===== config.mk =====
export PLATFORM = sky130hd
export DESIGN_NAME = dag_edge_table_cycle_check
export DESIGN_NICKNAME = d
export VERILOG_FILES = /design/src/design/detcc_pkg.sv /design/src/design/detcc_ram.sv /design/src/design/detcc_ctrl.sv /design/src/design/detcc_dp.sv /design/src/design/dag_edge_table_cycle_check.sv
export SDC_FILE = /design/constraint.sdc
export NUM_CORES = 2
export LEC_CHECK = 0
export ABC_AREA = 1
export BUFFER_PORTS_ARGS = -buffer_cell sky130_fd_sc_hd__buf_2
export CORE_MARGIN = 2
export CORE_UTILIZATION = 50
export CTS_BUF_LIST = sky130_fd_sc_hd__clkbuf_8
export DETAILED_ROUTE_END_ITERATION = 16
export GPL_ROUTABILITY_DRIVEN = 0
export PLACE_DENSITY_LB_ADDON = 0.1
export SLEW_MARGIN = 10
export SYNTH_ARGS = -nofsm -noshare
export SYNTH_HDL_FRONTEND = slang
export SYNTH_SLANG_ARGS = --single-unit

===== constraint.sdc =====
create_clock -name clk -period 6.44 [get_ports clk]
set_input_delay 1.288 -clock clk [delete_from_list [all_inputs] [get_ports clk]]
set_output_delay 1.288 -clock clk [all_outputs]
set_load 0.03 [all_outputs]

===== src/design/detcc_pkg.sv =====
// ----------------------------------------------------------------------------
// detcc_pkg
// Types, codes and constants of the edge table with cycle check.
// ----------------------------------------------------------------------------
package detcc_pkg;

    localparam int DEF_MAX_NODES = 64;
    localparam int DEF_MAX_EDGES = 64;

    localparam int CNT_W     = 7;
    localparam int ID_W      = 6;
    localparam int KIND_W    = 4;
    localparam int PORT_W    = 4;
    localparam int TYPE_W    = 2;
    localparam int STAT_W    = 3;
    localparam int CMD_W     = 3;
    localparam int EDGE_W    = 24;
    localparam int MAP_W     = 64;
    localparam int IN_W      = 37;
    localparam int S_TDATA_W = 40;
    localparam int OUT_W     = 26;
    localparam int M_TDATA_W = 32;

    localparam logic [CMD_W-1:0] CMD_ADD_NODE = 3'd0;
    localparam logic [CMD_W-1:0] CMD_ADD_EDGE = 3'd1;
    localparam logic [CMD_W-1:0] CMD_REMOVE   = 3'd2;
    localparam logic [CMD_W-1:0] CMD_RGB      = 3'd3;
    localparam logic [CMD_W-1:0] CMD_KEY      = 3'd4;
    localparam logic [CMD_W-1:0] CMD_CHAN     = 3'd5;
    localparam logic [CMD_W-1:0] CMD_TERMINAL = 3'd6;
    localparam logic [CMD_W-1:0] CMD_CLEAR    = 3'd7;

    localparam logic [STAT_W-1:0] ST_OK       = 3'd0;
    localparam logic [STAT_W-1:0] ST_CYCLE    = 3'd1;
    localparam logic [STAT_W-1:0] ST_NOTFOUND = 3'd2;
    localparam logic [STAT_W-1:0] ST_FULL     = 3'd3;
    localparam logic [STAT_W-1:0] ST_NONE     = 3'd4;

    localparam logic [TYPE_W-1:0] PIPE_RGB  = 2'd0;
    localparam logic [TYPE_W-1:0] PIPE_KEY  = 2'd1;
    localparam logic [TYPE_W-1:0] PIPE_CHAN = 2'd2;

    localparam logic [1:0] IX_ZERO = 2'd0;
    localparam logic [1:0] IX_NODE = 2'd1;
    localparam logic [1:0] IX_EDGE = 2'd2;
    localparam logic [1:0] IX_SCAN = 2'd3;

    localparam logic [1:0] SS_NONE = 2'd0;
    localparam logic [1:0] SS_EDGE = 2'd1;
    localparam logic [1:0] SS_PEND = 2'd2;

    typedef struct packed {
        logic [ID_W-1:0]   query_node;
        logic [PORT_W-1:0] to_port;
        logic [TYPE_W-1:0] to_type;
        logic [ID_W-1:0]   to_node;
        logic [PORT_W-1:0] from_port;
        logic [TYPE_W-1:0] from_type;
        logic [ID_W-1:0]   from_node;
        logic [KIND_W-1:0] node_kind;
        logic [CMD_W-1:0]  command;
    } item_t;

    typedef struct packed {
        logic [CNT_W-1:0]  node_count;
        logic [ID_W-1:0]   source_node;
        logic [PORT_W-1:0] source_port;
        logic [ID_W-1:0]   result_index;
        logic [STAT_W-1:0] status;
    } res_t;

    typedef struct packed {
        logic              latch_item;
        logic              node_add;
        logic              edge_add;
        logic              edge_dec;
        logic              tbl_clear;
        logic              idx_clear;
        logic              idx_inc;
        logic              rd_edge;
        logic              rd_node;
        logic              walk_init;
        logic              walk_acc;
        logic              walk_step;
        logic              shift_wr;
        logic              pend_set;
        logic              pend_clr;
        logic              out_load;
        logic [STAT_W-1:0] out_status;
        logic [1:0]        idx_sel;
        logic [1:0]        src_sel;
        logic              out_last;
    } dp_cmd_t;

    typedef struct packed {
        logic [CMD_W-1:0] command;
        logic             node_full;
        logic             edge_full;
        logic             edge_end;
        logic             node_end;
        logic             target_hit;
        logic             frontier_zero;
        logic             edge_match;
        logic             rgb_match;
        logic             src_match;
        logic             kind_match;
        logic             pend_valid;
        logic             out_free;
    } dp_stat_t;

endpackage


===== src/design/detcc_ram.sv =====
// ----------------------------------------------------------------------------
// detcc_ram
// Generic single write port RAM with registered read.
// ----------------------------------------------------------------------------
module detcc_ram #(
    parameter int WIDTH = 8,
    parameter int DEPTH = 64
) (
    input  logic                                    clk,
    input  logic                                    we,
    input  logic [(DEPTH > 1 ? $clog2(DEPTH) : 1)-1:0] waddr,
    input  logic [WIDTH-1:0]                        wdata,
    input  logic                                    re,
    input  logic [(DEPTH > 1 ? $clog2(DEPTH) : 1)-1:0] raddr,
    output logic [WIDTH-1:0]                        rdata
);

    logic [WIDTH-1:0] mem [DEPTH];
    logic [WIDTH-1:0] rdata_reg;

    always_ff @(posedge clk)
    begin
        if (we)
        begin
            mem[waddr] <= wdata;
        end
        if (re)
        begin
            rdata_reg <= mem[raddr];
        end
    end

    assign rdata = rdata_reg;

endmodule


===== src/design/detcc_ctrl.sv =====
// ----------------------------------------------------------------------------
// detcc_ctrl
// Command sequencer: dispatch, reachability walk, table sweeps and result
// issue.
// ----------------------------------------------------------------------------
module detcc_ctrl (
    input  logic                clk,
    input  logic                rst_n,
    input  logic                s_tvalid,
    output logic                s_tready,
    input  detcc_pkg::dp_stat_t stat,
    output detcc_pkg::dp_cmd_t  cmd
);

    import detcc_pkg::*;

    localparam logic [3:0] S_IDLE   = 4'd0;
    localparam logic [3:0] S_DISP   = 4'd1;
    localparam logic [3:0] S_W_TEST = 4'd2;
    localparam logic [3:0] S_W_RD   = 4'd3;
    localparam logic [3:0] S_W_EV   = 4'd4;
    localparam logic [3:0] S_R_RD   = 4'd5;
    localparam logic [3:0] S_R_EV   = 4'd6;
    localparam logic [3:0] S_C_RD   = 4'd7;
    localparam logic [3:0] S_C_WR   = 4'd8;
    localparam logic [3:0] S_Q_RD   = 4'd9;
    localparam logic [3:0] S_Q_EV   = 4'd10;
    localparam logic [3:0] S_T_RD   = 4'd11;
    localparam logic [3:0] S_T_EV   = 4'd12;

    logic [3:0] state_reg;
    logic [3:0] state_next;

    function automatic dp_cmd_t emit(input dp_cmd_t c, input logic [STAT_W-1:0] st,
                                     input logic [1:0] isel, input logic [1:0] ssel,
                                     input logic last);
        dp_cmd_t r;
        r            = c;
        r.out_load   = 1'b1;
        r.out_status = st;
        r.idx_sel    = isel;
        r.src_sel    = ssel;
        r.out_last   = last;
        return r;
    endfunction

    assign s_tready = (state_reg == S_IDLE);

    always_comb
    begin
        cmd        = '0;
        state_next = state_reg;
        unique case (state_reg)
            S_IDLE:
            begin
                if (s_tvalid)
                begin
                    cmd.latch_item = 1'b1;
                    state_next     = S_DISP;
                end
            end
            S_DISP:
            begin
                unique case (stat.command) inside
                    CMD_ADD_NODE:
                    begin
                        if (stat.out_free)
                        begin
                            if (stat.node_full)
                            begin
                                cmd = emit(cmd, ST_FULL, IX_ZERO, SS_NONE, 1'b1);
                            end
                            else
                            begin
                                cmd.node_add = 1'b1;
                                cmd = emit(cmd, ST_OK, IX_NODE, SS_NONE, 1'b1);
                            end
                            state_next = S_IDLE;
                        end
                    end
                    CMD_ADD_EDGE:
                    begin
                        cmd.walk_init = 1'b1;
                        state_next    = S_W_TEST;
                    end
                    CMD_REMOVE:
                    begin
                        cmd.idx_clear = 1'b1;
                        state_next    = S_R_RD;
                    end
                    CMD_RGB, CMD_KEY, CMD_CHAN:
                    begin
                        cmd.idx_clear = 1'b1;
                        cmd.pend_clr  = 1'b1;
                        state_next    = S_Q_RD;
                    end
                    CMD_TERMINAL:
                    begin
                        cmd.idx_clear = 1'b1;
                        state_next    = S_T_RD;
                    end
                    default:
                    begin
                        if (stat.out_free)
                        begin
                            cmd.tbl_clear = 1'b1;
                            cmd = emit(cmd, ST_OK, IX_ZERO, SS_NONE, 1'b1);
                            state_next = S_IDLE;
                        end
                    end
                endcase
            end
            S_W_TEST:
            begin
                if (stat.target_hit || stat.frontier_zero)
                begin
                    if (stat.out_free)
                    begin
                        if (stat.target_hit)
                        begin
                            cmd = emit(cmd, ST_CYCLE, IX_ZERO, SS_NONE, 1'b1);
                        end
                        else if (stat.edge_full)
                        begin
                            cmd = emit(cmd, ST_FULL, IX_ZERO, SS_NONE, 1'b1);
                        end
                        else
                        begin
                            cmd.edge_add = 1'b1;
                            cmd = emit(cmd, ST_OK, IX_EDGE, SS_NONE, 1'b1);
                        end
                        state_next = S_IDLE;
                    end
                end
                else
                begin
                    cmd.idx_clear = 1'b1;
                    state_next    = S_W_RD;
                end
            end
            S_W_RD:
            begin
                if (stat.edge_end)
                begin
                    cmd.walk_step = 1'b1;
                    state_next    = S_W_TEST;
                end
                else
                begin
                    cmd.rd_edge = 1'b1;
                    state_next  = S_W_EV;
                end
            end
            S_W_EV:
            begin
                cmd.walk_acc = 1'b1;
                cmd.idx_inc  = 1'b1;
                state_next   = S_W_RD;
            end
            S_R_RD:
            begin
                if (stat.edge_end)
                begin
                    if (stat.out_free)
                    begin
                        cmd = emit(cmd, ST_NOTFOUND, IX_ZERO, SS_NONE, 1'b1);
                        state_next = S_IDLE;
                    end
                end
                else
                begin
                    cmd.rd_edge = 1'b1;
                    state_next  = S_R_EV;
                end
            end
            S_R_EV:
            begin
                cmd.idx_inc = 1'b1;
                state_next  = stat.edge_match ? S_C_RD : S_R_RD;
            end
            S_C_RD:
            begin
                if (stat.edge_end)
                begin
                    if (stat.out_free)
                    begin
                        cmd.edge_dec = 1'b1;
                        cmd = emit(cmd, ST_OK, IX_ZERO, SS_NONE, 1'b1);
                        state_next = S_IDLE;
                    end
                end
                else
                begin
                    cmd.rd_edge = 1'b1;
                    state_next  = S_C_WR;
                end
            end
            S_C_WR:
            begin
                cmd.shift_wr = 1'b1;
                cmd.idx_inc  = 1'b1;
                state_next   = S_C_RD;
            end
            S_Q_RD:
            begin
                if (stat.edge_end)
                begin
                    if (stat.out_free)
                    begin
                        if ((stat.command != CMD_RGB) && stat.pend_valid)
                        begin
                            cmd = emit(cmd, ST_OK, IX_ZERO, SS_PEND, 1'b1);
                        end
                        else
                        begin
                            cmd = emit(cmd, ST_NONE, IX_ZERO, SS_NONE, 1'b1);
                        end
                        state_next = S_IDLE;
                    end
                end
                else
                begin
                    cmd.rd_edge = 1'b1;
                    state_next  = S_Q_EV;
                end
            end
            S_Q_EV:
            begin
                if (stat.command == CMD_RGB)
                begin
                    if (stat.rgb_match)
                    begin
                        if (stat.out_free)
                        begin
                            cmd = emit(cmd, ST_OK, IX_ZERO, SS_EDGE, 1'b1);
                            state_next = S_IDLE;
                        end
                    end
                    else
                    begin
                        cmd.idx_inc = 1'b1;
                        state_next  = S_Q_RD;
                    end
                end
                else if (!(stat.src_match && stat.pend_valid && !stat.out_free))
                begin
                    if (stat.src_match)
                    begin
                        cmd.pend_set = 1'b1;
                        if (stat.pend_valid)
                        begin
                            cmd = emit(cmd, ST_OK, IX_ZERO, SS_PEND, 1'b0);
                        end
                    end
                    cmd.idx_inc = 1'b1;
                    state_next  = S_Q_RD;
                end
            end
            S_T_RD:
            begin
                if (stat.node_end)
                begin
                    if (stat.out_free)
                    begin
                        cmd = emit(cmd, ST_NONE, IX_ZERO, SS_NONE, 1'b1);
                        state_next = S_IDLE;
                    end
                end
                else
                begin
                    cmd.rd_node = 1'b1;
                    state_next  = S_T_EV;
                end
            end
            S_T_EV:
            begin
                if (stat.kind_match)
                begin
                    if (stat.out_free)
                    begin
                        cmd = emit(cmd, ST_OK, IX_SCAN, SS_NONE, 1'b1);
                        state_next = S_IDLE;
                    end
                end
                else
                begin
                    cmd.idx_inc = 1'b1;
                    state_next  = S_T_RD;
                end
            end
            default:
            begin
                state_next = S_IDLE;
            end
        endcase
    end

    always_ff @(posedge clk or negedge rst_n)
    begin
        if (!rst_n)
        begin
            state_reg <= S_IDLE;
        end
        else
        begin
            state_reg <= state_next;
        end
    end

endmodule


===== src/design/detcc_dp.sv =====
// ----------------------------------------------------------------------------
// detcc_dp
// Datapath: node and edge tables, counters, reachability maps and the
// output register.
// ----------------------------------------------------------------------------
module detcc_dp #(
    parameter int MAX_NODES = detcc_pkg::DEF_MAX_NODES,
    parameter int MAX_EDGES = detcc_pkg::DEF_MAX_EDGES
) (
    input  logic                          clk,
    input  logic                          rst_n,
    input  logic                          cfg_we,
    input  logic [detcc_pkg::KIND_W-1:0]  cfg_wdata,
    input  detcc_pkg::item_t              in_item,
    input  detcc_pkg::dp_cmd_t            cmd,
    output detcc_pkg::dp_stat_t           stat,
    input  logic                          m_tready,
    output logic                          out_valid,
    output detcc_pkg::res_t               out_res,
    output logic                          out_last
);

    import detcc_pkg::*;

    localparam int NAW = (MAX_NODES > 1) ? $clog2(MAX_NODES) : 1;
    localparam int EAW = (MAX_EDGES > 1) ? $clog2(MAX_EDGES) : 1;

    item_t             item_reg;
    logic [KIND_W-1:0] output_kind_reg;
    logic [CNT_W-1:0]  node_total_reg;
    logic [CNT_W-1:0]  node_total_next;
    logic [CNT_W-1:0]  edge_total_reg;
    logic [CNT_W-1:0]  edge_total_next;
    logic [CNT_W-1:0]  idx_reg;
    logic [CNT_W-1:0]  shift_idx;
    logic [MAP_W-1:0]  visited_reg;
    logic [MAP_W-1:0]  frontier_reg;
    logic [MAP_W-1:0]  next_reg;
    logic              pend_valid_reg;
    logic [PORT_W-1:0] pend_port_reg;
    logic [ID_W-1:0]   pend_node_reg;
    logic              out_valid_reg;
    res_t              out_res_reg;
    logic              out_last_reg;

    logic [EDGE_W-1:0] edge_word;
    logic [EDGE_W-1:0] edge_rdata;
    logic [KIND_W-1:0] node_rdata;
    logic              edge_we;
    logic [EAW-1:0]    edge_waddr;
    logic [EDGE_W-1:0] edge_wdata;
    logic [ID_W-1:0]   rd_fn;
    logic [ID_W-1:0]   rd_tn;
    logic [TYPE_W-1:0] rd_tt;
    logic [PORT_W-1:0] rd_tp;
    logic [TYPE_W-1:0] want_type;
    logic              out_free;
    res_t              res_new;

    assign edge_word = {item_reg.from_node, item_reg.from_type, item_reg.from_port,
                        item_reg.to_node, item_reg.to_type, item_reg.to_port};
    assign rd_fn     = edge_rdata[23:18];
    assign rd_tn     = edge_rdata[11:6];
    assign rd_tt     = edge_rdata[5:4];
    assign rd_tp     = edge_rdata[3:0];
    assign shift_idx = idx_reg - CNT_W'(1);
    assign want_type = (item_reg.command == CMD_KEY) ? PIPE_KEY : PIPE_CHAN;

    // table writes
    assign edge_we    = cmd.edge_add || cmd.shift_wr;
    assign edge_waddr = cmd.shift_wr ? shift_idx[EAW-1:0] : edge_total_reg[EAW-1:0];
    assign edge_wdata = cmd.shift_wr ? edge_rdata : edge_word;

    detcc_ram #(
        .WIDTH (EDGE_W),
        .DEPTH (MAX_EDGES)
    ) u_edge_ram (
        .clk   (clk),
        .we    (edge_we),
        .waddr (edge_waddr),
        .wdata (edge_wdata),
        .re    (cmd.rd_edge),
        .raddr (idx_reg[EAW-1:0]),
        .rdata (edge_rdata)
    );

    detcc_ram #(
        .WIDTH (KIND_W),
        .DEPTH (MAX_NODES)
    ) u_node_ram (
        .clk   (clk),
        .we    (cmd.node_add),
        .waddr (node_total_reg[NAW-1:0]),
        .wdata (item_reg.node_kind),
        .re    (cmd.rd_node),
        .raddr (idx_reg[NAW-1:0]),
        .rdata (node_rdata)
    );

    always_comb
    begin
        node_total_next = node_total_reg;
        if (cmd.tbl_clear)
        begin
            node_total_next = '0;
        end
        else if (cmd.node_add)
        begin
            node_total_next = node_total_reg + CNT_W'(1);
        end
    end

    always_comb
    begin
        edge_total_next = edge_total_reg;
        if (cmd.tbl_clear)
        begin
            edge_total_next = '0;
        end
        else if (cmd.edge_add)
        begin
            edge_total_next = edge_total_reg + CNT_W'(1);
        end
        else if (cmd.edge_dec)
        begin
            edge_total_next = edge_total_reg - CNT_W'(1);
        end
    end

    // result assembly
    always_comb
    begin
        res_new            = '0;
        res_new.status     = cmd.out_status;
        res_new.node_count = node_total_next;
        case (cmd.idx_sel)
            IX_NODE: res_new.result_index = node_total_reg[ID_W-1:0];
            IX_EDGE: res_new.result_index = edge_total_reg[ID_W-1:0];
            IX_SCAN: res_new.result_index = idx_reg[ID_W-1:0];
            default: res_new.result_index = '0;
        endcase
        case (cmd.src_sel)
            SS_EDGE:
            begin
                res_new.source_node = rd_fn;
            end
            SS_PEND:
            begin
                res_new.source_node = pend_node_reg;
                res_new.source_port = pend_port_reg;
            end
            default:
            begin
                res_new.source_node = '0;
            end
        endcase
    end

    assign out_free = !out_valid_reg || m_tready;

    always_comb
    begin
        stat               = '0;
        stat.command       = item_reg.command;
        stat.node_full     = node_total_reg >= CNT_W'(MAX_NODES);
        stat.edge_full     = edge_total_reg >= CNT_W'(MAX_EDGES);
        stat.edge_end      = idx_reg >= edge_total_reg;
        stat.node_end      = idx_reg >= node_total_reg;
        stat.target_hit    = frontier_reg[item_reg.from_node];
        stat.frontier_zero = (frontier_reg == '0);
        stat.edge_match    = (edge_rdata == edge_word);
        stat.rgb_match     = (rd_tn == item_reg.query_node) && (rd_tt == PIPE_RGB);
        stat.src_match     = (rd_tn == item_reg.query_node) && (rd_tt == want_type);
        stat.kind_match    = (node_rdata == output_kind_reg);
        stat.pend_valid    = pend_valid_reg;
        stat.out_free      = out_free;
    end

    always_ff @(posedge clk or negedge rst_n)
    begin
        if (!rst_n)
        begin
            output_kind_reg <= '0;
            node_total_reg  <= '0;
            edge_total_reg  <= '0;
            idx_reg         <= '0;
            visited_reg     <= '0;
            frontier_reg    <= '0;
            next_reg        <= '0;
            pend_valid_reg  <= 1'b0;
            out_valid_reg   <= 1'b0;
        end
        else
        begin
            if (cfg_we)
            begin
                output_kind_reg <= cfg_wdata;
            end
            node_total_reg <= node_total_next;
            edge_total_reg <= edge_total_next;
            if (cmd.idx_clear)
            begin
                idx_reg <= '0;
            end
            else if (cmd.idx_inc)
            begin
                idx_reg <= idx_reg + CNT_W'(1);
            end
            if (cmd.walk_init)
            begin
                visited_reg  <= '0;
                frontier_reg <= MAP_W'(1) << item_reg.to_node;
                next_reg     <= '0;
            end
            else if (cmd.walk_step)
            begin
                visited_reg  <= visited_reg | frontier_reg;
                frontier_reg <= next_reg & ~(visited_reg | frontier_reg);
                next_reg     <= '0;
            end
            else if (cmd.walk_acc && frontier_reg[rd_fn])
            begin
                next_reg <= next_reg | (MAP_W'(1) << rd_tn);
            end
            if (cmd.pend_clr)
            begin
                pend_valid_reg <= 1'b0;
            end
            else if (cmd.pend_set)
            begin
                pend_valid_reg <= 1'b1;
            end
            if (cmd.out_load)
            begin
                out_valid_reg <= 1'b1;
            end
            else if (m_tready)
            begin
                out_valid_reg <= 1'b0;
            end
        end
    end

    always_ff @(posedge clk)
    begin
        if (cmd.latch_item)
        begin
            item_reg <= in_item;
        end
        if (cmd.pend_set)
        begin
            pend_port_reg <= rd_tp;
            pend_node_reg <= rd_fn;
        end
        if (cmd.out_load)
        begin
            out_res_reg  <= res_new;
            out_last_reg <= cmd.out_last;
        end
    end

    assign out_valid = out_valid_reg;
    assign out_res   = out_res_reg;
    assign out_last  = out_last_reg;

endmodule


===== src/design/dag_edge_table_cycle_check.sv =====
// ----------------------------------------------------------------------------
// dag_edge_table_cycle_check
// Node and edge tables of a pipe graph, with a reachability check that keeps
// the graph free of cycles.
// ----------------------------------------------------------------------------
// One transaction is taken at a time; s_tready is low until its last result
// has been loaded into the output register. Remove, source queries and
// terminal lookup sweep the edge or node table, with one RAM read and one
// evaluate for each entry visited. Add edge runs a breadth-first walk that
// sweeps the edge table once per step, with as many steps as the walk's depth
// plus one. A stalled m_tready holds the sequencer only when it has a further
// result to issue.
module dag_edge_table_cycle_check #(
    parameter int MAX_NODES = detcc_pkg::DEF_MAX_NODES,
    parameter int MAX_EDGES = detcc_pkg::DEF_MAX_EDGES
) (
    input  logic                             clk,
    input  logic                             rst_n,
    input  logic                             cfg_we,
    input  logic [detcc_pkg::KIND_W-1:0]     cfg_wdata,    // output_kind
    input  logic                             s_tvalid,
    output logic                             s_tready,
    // command, node_kind, from_node, from_type, from_port, to_node, to_type,
    // to_port, query_node
    input  logic [detcc_pkg::S_TDATA_W-1:0]  s_tdata,
    output logic                             m_tvalid,
    input  logic                             m_tready,
    // status, result_index, source_port, source_node, node_count
    output logic [detcc_pkg::M_TDATA_W-1:0]  m_tdata,
    output logic                             m_tlast
);

    import detcc_pkg::*;

    item_t    in_item;
    dp_cmd_t  dp_cmd;
    dp_stat_t dp_stat;
    res_t     out_res;

    assign in_item = item_t'(s_tdata[IN_W-1:0]);

    detcc_ctrl u_ctrl (
        .clk      (clk),
        .rst_n    (rst_n),
        .s_tvalid (s_tvalid),
        .s_tready (s_tready),
        .stat     (dp_stat),
        .cmd      (dp_cmd)
    );

    detcc_dp #(
        .MAX_NODES (MAX_NODES),
        .MAX_EDGES (MAX_EDGES)
    ) u_dp (
        .clk       (clk),
        .rst_n     (rst_n),
        .cfg_we    (cfg_we),
        .cfg_wdata (cfg_wdata),
        .in_item   (in_item),
        .cmd       (dp_cmd),
        .stat      (dp_stat),
        .m_tready  (m_tready),
        .out_valid (m_tvalid),
        .out_res   (out_res),
        .out_last  (m_tlast)
    );

    assign m_tdata = {{(M_TDATA_W - OUT_W){1'b0}}, out_res};

endmodule


# --- After elaboration in Yosys (flattened, before gate mapping) ---
# Memories as Yosys holds them, arrays and structs flattened. A register that Yosys moved wholly into a read port is not among the register bits.
# Index checks and enable logic that the tools add are counted.
classes:
  addsub: 5
  magnitude_cmp: 6
  n_eq_ne: 30
  n_shift: 2
  mux: 98
  n_bitwise: 4
  n_reduce_logical: 27
op_table:
  columns: ["op", "n"]
  rows:
  - ["64-bit two-way mux", 7]
  - ["64-bit bitwise OR", 2]
  - ["1-bit by 6-bit left shift with 64-bit output (first input constant)", 2]
  - ["9-bit two-way mux", 11]
  - ["24-bit two-way mux", 4]
  - ["11-bit case mux with 8 select lines", 1]
  - ["64-bit bitwise AND", 1]
  - ["64-bit zero test", 1]
  - ["64-bit inverter", 1]
  - ["1-bit case mux with 9 select lines", 6]
  - ["4-bit case mux with 13 select lines", 1]
  - ["7-bit two-way mux", 7]
  - ["4-bit two-way mux", 12]
  - ["23-bit two-way mux", 2]
  - ["22-bit two-way mux", 2]
  - ["5-bit case mux with 8 select lines", 1]
  - ["24-bit == test", 1]
  - ["7-bit by 1-bit adder with 7-bit output (second input constant)", 3]
  - ["21-bit two-way mux", 1]
  - ["4-bit == test (second input constant)", 5]
  - ["1-bit two-way mux", 20]
  - ["20-bit two-way mux", 1]
  - ["18-bit two-way mux", 1]
  - ["6-bit case mux with 3 select lines", 1]
  - ["46 further kinds", 78]
word_totals:
  ff_bits: 297
  ram_bits: 1792
  elab_cells: 201
  n_memories: 2
mem_list:
  columns: ["memory", "depth", "width", "read_ports", "rd_clocked_by_memory_dff", "wr", "line", "text"]
  rows:
  - ["u_dp.u_edge_ram.mem", 64, 24, 1, 1, 1, "detcc_ram.sv:18", "logic [WIDTH-1:0] mem [DEPTH];"]
  - ["u_dp.u_node_ram.mem", 64, 4, 1, 1, 1, "detcc_ram.sv:18", null]

# --- Depth between registers and ports, before layout ---
logic_depth:
  word_depth: 13
  ltp_mapped: 26
  depth_no_buf: 23

# --- Hierarchy ---
# From an unflattened synthesis, not the netlist that was laid out.
hier_totals:
  hier_cells: 8363
  area_unflattened_um2: 91146.2
modules_own_cells:
  columns: ["mod", "instances", "cells_each", "area_each_um2", "seq_area_each_um2"]
  rows:
  - ["detcc_ram at u_dp.u_edge_ram", 1, 5248, 63053.0, 46844.9]
  - ["detcc_dp", 1, 1958, 16185.5, 7702.4]
  - ["detcc_ram at u_dp.u_node_ram", 1, 948, 10921.7, 7807.5]
  - ["detcc_ctrl", 1, 202, 937.1, 100.1]
  - ["dag_edge_table_cycle_check", 1, 7, 48.8, 0.0]

# --- Worst setup path after synthesis ---
# No wires, ideal clock.
synth_timing:
  path_type: "reg-to-reg"
  start: "reg u_ctrl.state_reg[0]"
  end: "mem u_dp.u_edge_ram.mem[0][5] in the netlist's numbering (data pin)"
  setup_ns: 0.702
  arrival_time_ns: 3.739
  t_required_ns: 5.738
  slack_ns: 1.999
  path_stages_with_launch: 8
  period_less_slack_ns: 4.441
  path_cell_list: "dfrtp_1 -> nor2_1 -> inv_1 -> nor2_4 -> inv_1 -> buf_4 -> clkbuf_1 -> o21ai_0"
synth_between:
  elab_chain_cells: 3
  elab_cells_between_ends: 11
synth_lines:
  columns: ["item", "line", "text"]
  rows:
  - ["start, declared", "detcc_ctrl.sv:31", "logic [3:0] state_reg;"]
  - ["start signal, assigned", "detcc_ctrl.sv:306", "state_reg <= state_next;"]
  - ["4-bit == test, or another cell as far along", "detcc_ctrl.sv:53", "unique case (state_reg)"]
  - ["1-bit case mux with 9 select lines (*)", "detcc_ctrl.sv:53", null]
  - ["24-bit two-way mux (*)", "detcc_dp.sv:72", "assign edge_wdata = cmd.shift_wr ? edge_rdata : edge_word;"]
  - ["via u_dp.edge_wdata[5]", "detcc_dp.sv:51", "logic [EDGE_W-1:0] edge_wdata;"]
  - ["end, declared", "detcc_ram.sv:18", null]
# Mark *: on every way through the listed nets, which the timed path passes. The rest lies on a longest branch.

# --- Final worst setup path ---
layout_timing:
  start: "reg u_dp.idx_reg[2]"
  end: "mem u_dp.u_edge_ram.mem[26][2] in the netlist's numbering (enable)"
layout_between:
  elab_chain_cells: 6
  elab_cells_between_ends: 8
layout_lines:
  columns: ["item", "line", "text"]
  rows:
  - ["start, declared", "detcc_dp.sv:34", "logic [CNT_W-1:0] idx_reg;"]
  - ["start signal, assigned", "detcc_dp.sv:207", "idx_reg <= idx_reg + CNT_W'(1);"]
  - ["7-bit >= comparator", "detcc_dp.sv:167", "stat.edge_end = idx_reg >= edge_total_reg;"]
  - ["16-bit two-way mux", "detcc_ctrl.sv:183", "if (stat.edge_end)"]
  - ["1-bit case mux with 9 select lines", "detcc_ctrl.sv:53", null]
  - ["1-bit logical OR", "detcc_dp.sv:70", "assign edge_we = cmd.edge_add || cmd.shift_wr;"]
  - ["1-bit two-way mux", "detcc_ram.sv:23", "if (we)"]
  - ["1-bit two-way mux (implied by the code)", "detcc_ram.sv:25", "mem[waddr] <= wdata;"]
# Several ways; a longest one is shown, not always the timed one.

==> results.yml <==
route:
  route.detailed.wl_per_inst_um: 26.2
  post_drt_via_cell_ratio: 6.08
  drt_drc_violations_left: 0
  routed_wirelength_um: 264000
  iter_0_drt_violations: 7326
  detail_route.first_pass.iterations: 8
  count_of_antenna_violating_nets_left_after_detailed_routing: 0
  routed-via-count: 61189
sta:
  tns_ns: 0
  finalMaxSlewViolations: 0
  timing.fmax_mhz: 228
  maxSlewHeadroom: 0.134
  timing.final.crit_period_ns: 4.39
  fraction_of_the_cycle_the_final_worst_path_needs: 0.682
  setup_viol: 0
  clock_skew_ns: 0.0577
  grt_setup_unrepaired: "no"
  tightestPinTransition_ns: 1.29
  final-hold-violation-count: 0
  timing.final.ws_setup_ns: 2.05
critical_path:
  path_max_fanout: 46
  cpLargestDelayFamily: "simple AND/OR/NAND/NOR gates"
  max_stage_delay_ns: 1.06
  required_ns: 7.12
  cp_cell_sequence: "inv_2 -> nand3_1 -> xor2_1 -> nand2_1 -> nand2_1 -> inv_1 -> nand3_1 -> nor2_4"
  crit_path_start_kind: "flip-flop"
  worstSetupEndpointType: "flip-flop"
  crit_path_top_delay_cell: "nor2_4"
  critical_path_class: "reg2reg"
  critical_path_buf_inv_count: 2
  cp_data_arrival_time_ns: 5.07
min_path:
  worst_hold_path_type: "in2async"
synth:
  seq_area_frac_synth: 0.710
  synth.distinct_cells: 61
  yosys_register_bits: 2117
  number_of_warnings_printed_during_yosys_synthesis: 0
  syn_area_sq_um: 88000
  synth_async_sr_flop_share: 0.105
  synth_enable_flop_cells: 1894
  instance_count_of_the_mapped_netlist: 7376
  postSynth.topFlopCell: "edfxtp_1"
  synth_area_per_cell_sq_um: 11.9
floorplanning:
  dieWidth_um: 423
  core_sq_um: 174000
  placementRows: 153
  num_io_pins: 84
  die_h_um: 423
  initial_utilization: 0.505
  die-area_sq_um: 179000
clocking:
  clock_tree.htree_level_count: 5
  worst_skew_pair.late_latency_ns: 1.09
  clock-root-buffer: "clkbuf_8"
  tritoncts.num_buffers: 359
  clock-sinks: 2117
  ctsLongestPathBuffers: 4
  cts.repair.resized: 0
  clk_pin_slew_worst_paths_ns: 0.06
  holdBufCountCts: 0
  post_cts_buffers: 0
  tritoncts: "done"
power:
  cellLeakagePower_nw: 33.0
  total_power_of_the_final_layout_mw: 41.6
  vdd_drop_max_uv: 338
  cellPowerDensity_nw_per_um2: 427
layout:
  layout-drive-gt1-share: 0.108
  fin_util: 0.558
  nets: 7554
  largest_reg_flops: 1536
  ff_latch_area_sq_um: 62500
  fillers: 14651
  largestRegisters: "u_dp.u_edge_ram.mem: 1536 flops, u_dp.u_node_ram.mem: 256 flops"
  post-route-cell-area_sq_um: 97300
  multi_input_area_sq_um: 22700
  area_delta_synth_final_pct: 10.6
  top_register: "u_dp.u_edge_ram.mem"
grt:
  grt_pass1_vias: 58225
  grt_util_all_layers: 0.289
  grt_overflow_total: 0
  grt_pass1_wl_um: 385000
  antenna_found_initial: 8
  largest_net_degree_at_the_start_of_global_routing: 176
outcome:
  outcome: "completed"
placement:
  place_area_sq_um: 91000
  detailed_place_hpwl_um: 143000
  pre_cts_setup_slack_ns: 2.08
  io_buffer_count: 74
job:
  count_of_maximum_capacitance_violations: 0
-- kinds of logic after synthesis --
kind of cell,after synthesis,synth area share
buffers and inverters,801,0.0378
other,1,0.0000426
xor gates and xnor gates,33,0.00329
AOI/OAI and AO/OA,1998,0.131
adders and majority gates,26,0.00378
muxes,4,0.000512
and+or+nand+nor,2396,0.113
DFF,2117,0.710
-- power by group --
part / switching [mW] / internal (mW) / total (mW)
Clock: 5.31 / 5.54 / 10.9
Sequential: 0.688 / 16.8 / 17.5
Combinational: 9.91 / 3.29 / 13.2
-- final cells by class --
class,count,share of cell area
well taps,2325,0.0299
inverters,291,0.0115
multi-input cells,4463,0.233
diodes,10,0.000257
flip-flops and latches,2117,0.642
repair buffers,247,0.0190
clock inverters,233,0.0104
clock buffers,382,0.0540
-- placed cells by master, fill, tap and decap left out, types with 6 or more instances in the layout --
cell / n
clkinv_2: 31
dfrtp_1: 219
a211oi_1: 44
o22ai_1: 348
clkbuf_8: 382
nor2_4: 18
xor2_1: 26
ha_1: 25
diode_2: 10
buf_12: 13
conb_1: 6
o211ai_1: 80
xnor2_1: 7
buf_4: 159
a22o_1: 23
buf_2: 73
o32ai_1: 38
edfxtp_1: 1894
o21ai_1: 50
inv_1: 382
o221ai_1: 115
nor3_1: 47
nand2_4: 10
nand2_2: 16
nand4_1: 97
nand3_1: 299
a31oi_1: 37
nor3_2: 8
inv_2: 16
a22oi_1: 7
a21oi_1: 184
clkinv_1: 80
nor4_1: 11
nor2_2: 60
nor2_1: 1098
o21ai_0: 1034
o21ai_4: 16
nand2_1: 717
-- per-layer routing --
layer | global-route usage | routed length [um] | vias to the layer above
li1 | - | - | 27288
met1 | 0.398 | 108000 | 30382
met2 | 0.449 | 121000 | 2900
met3 | 0.0590 | 23400 | 615
met4 | 0.121 | 10900 | 4
met5 | 0 | 34 | -
-- synthesized netlist by cell type, drive strengths merged, types with 55 or more instances --
cell type | count | area share
o21ai | 1100 | 0.063
nand4 | 97 | 0.0069
edfxtp | 1894 | 0.65
o221ai | 115 | 0.011
nand3 | 304 | 0.018
o211ai | 80 | 0.0068
nand2 | 744 | 0.033
a21oi | 185 | 0.011
clkbuf | 339 | 0.014
o22ai | 348 | 0.025
dfrtp | 223 | 0.063
nor3 | 55 | 0.0034
buf | 171 | 0.011
inv | 284 | 0.012
nor2 | 1176 | 0.051
-- through the flow --
step                      cells  hold WS [ns]
after floorplan            7381         0.464
after global placement     9443         0.478
after detailed placement   9443         0.488
after CTS                 10058         0.124
after global routing      10063         0.141
final                     10068         0.141
-- final timing paths --
| check | start | end | slack (ns) | cells after the start |
|---|---|---|---|---|
| max | u_dp.idx_reg[2] | u_dp.u_edge_ram.mem[26][2] | 2.05 | 8 |
| min | rst_n | u_dp.output_kind_reg[0] | 0.14 | 1 |
| max reg2reg | u_dp.idx_reg[2] | u_dp.u_edge_ram.mem[26][2] | 2.05 | 8 |
| min reg2reg | u_dp.edge_total_reg[0] | u_dp.edge_total_reg[0] | 0.50 | 2 |
| max in group asynchronous | rst_n | u_dp.next_reg[50] | 5.06 | 2 |
| min in group clk | s_tdata[4] | u_dp.item_reg[4] | 0.38 | 1 |
Note: power is estimated with default switching activity, not from simulation.
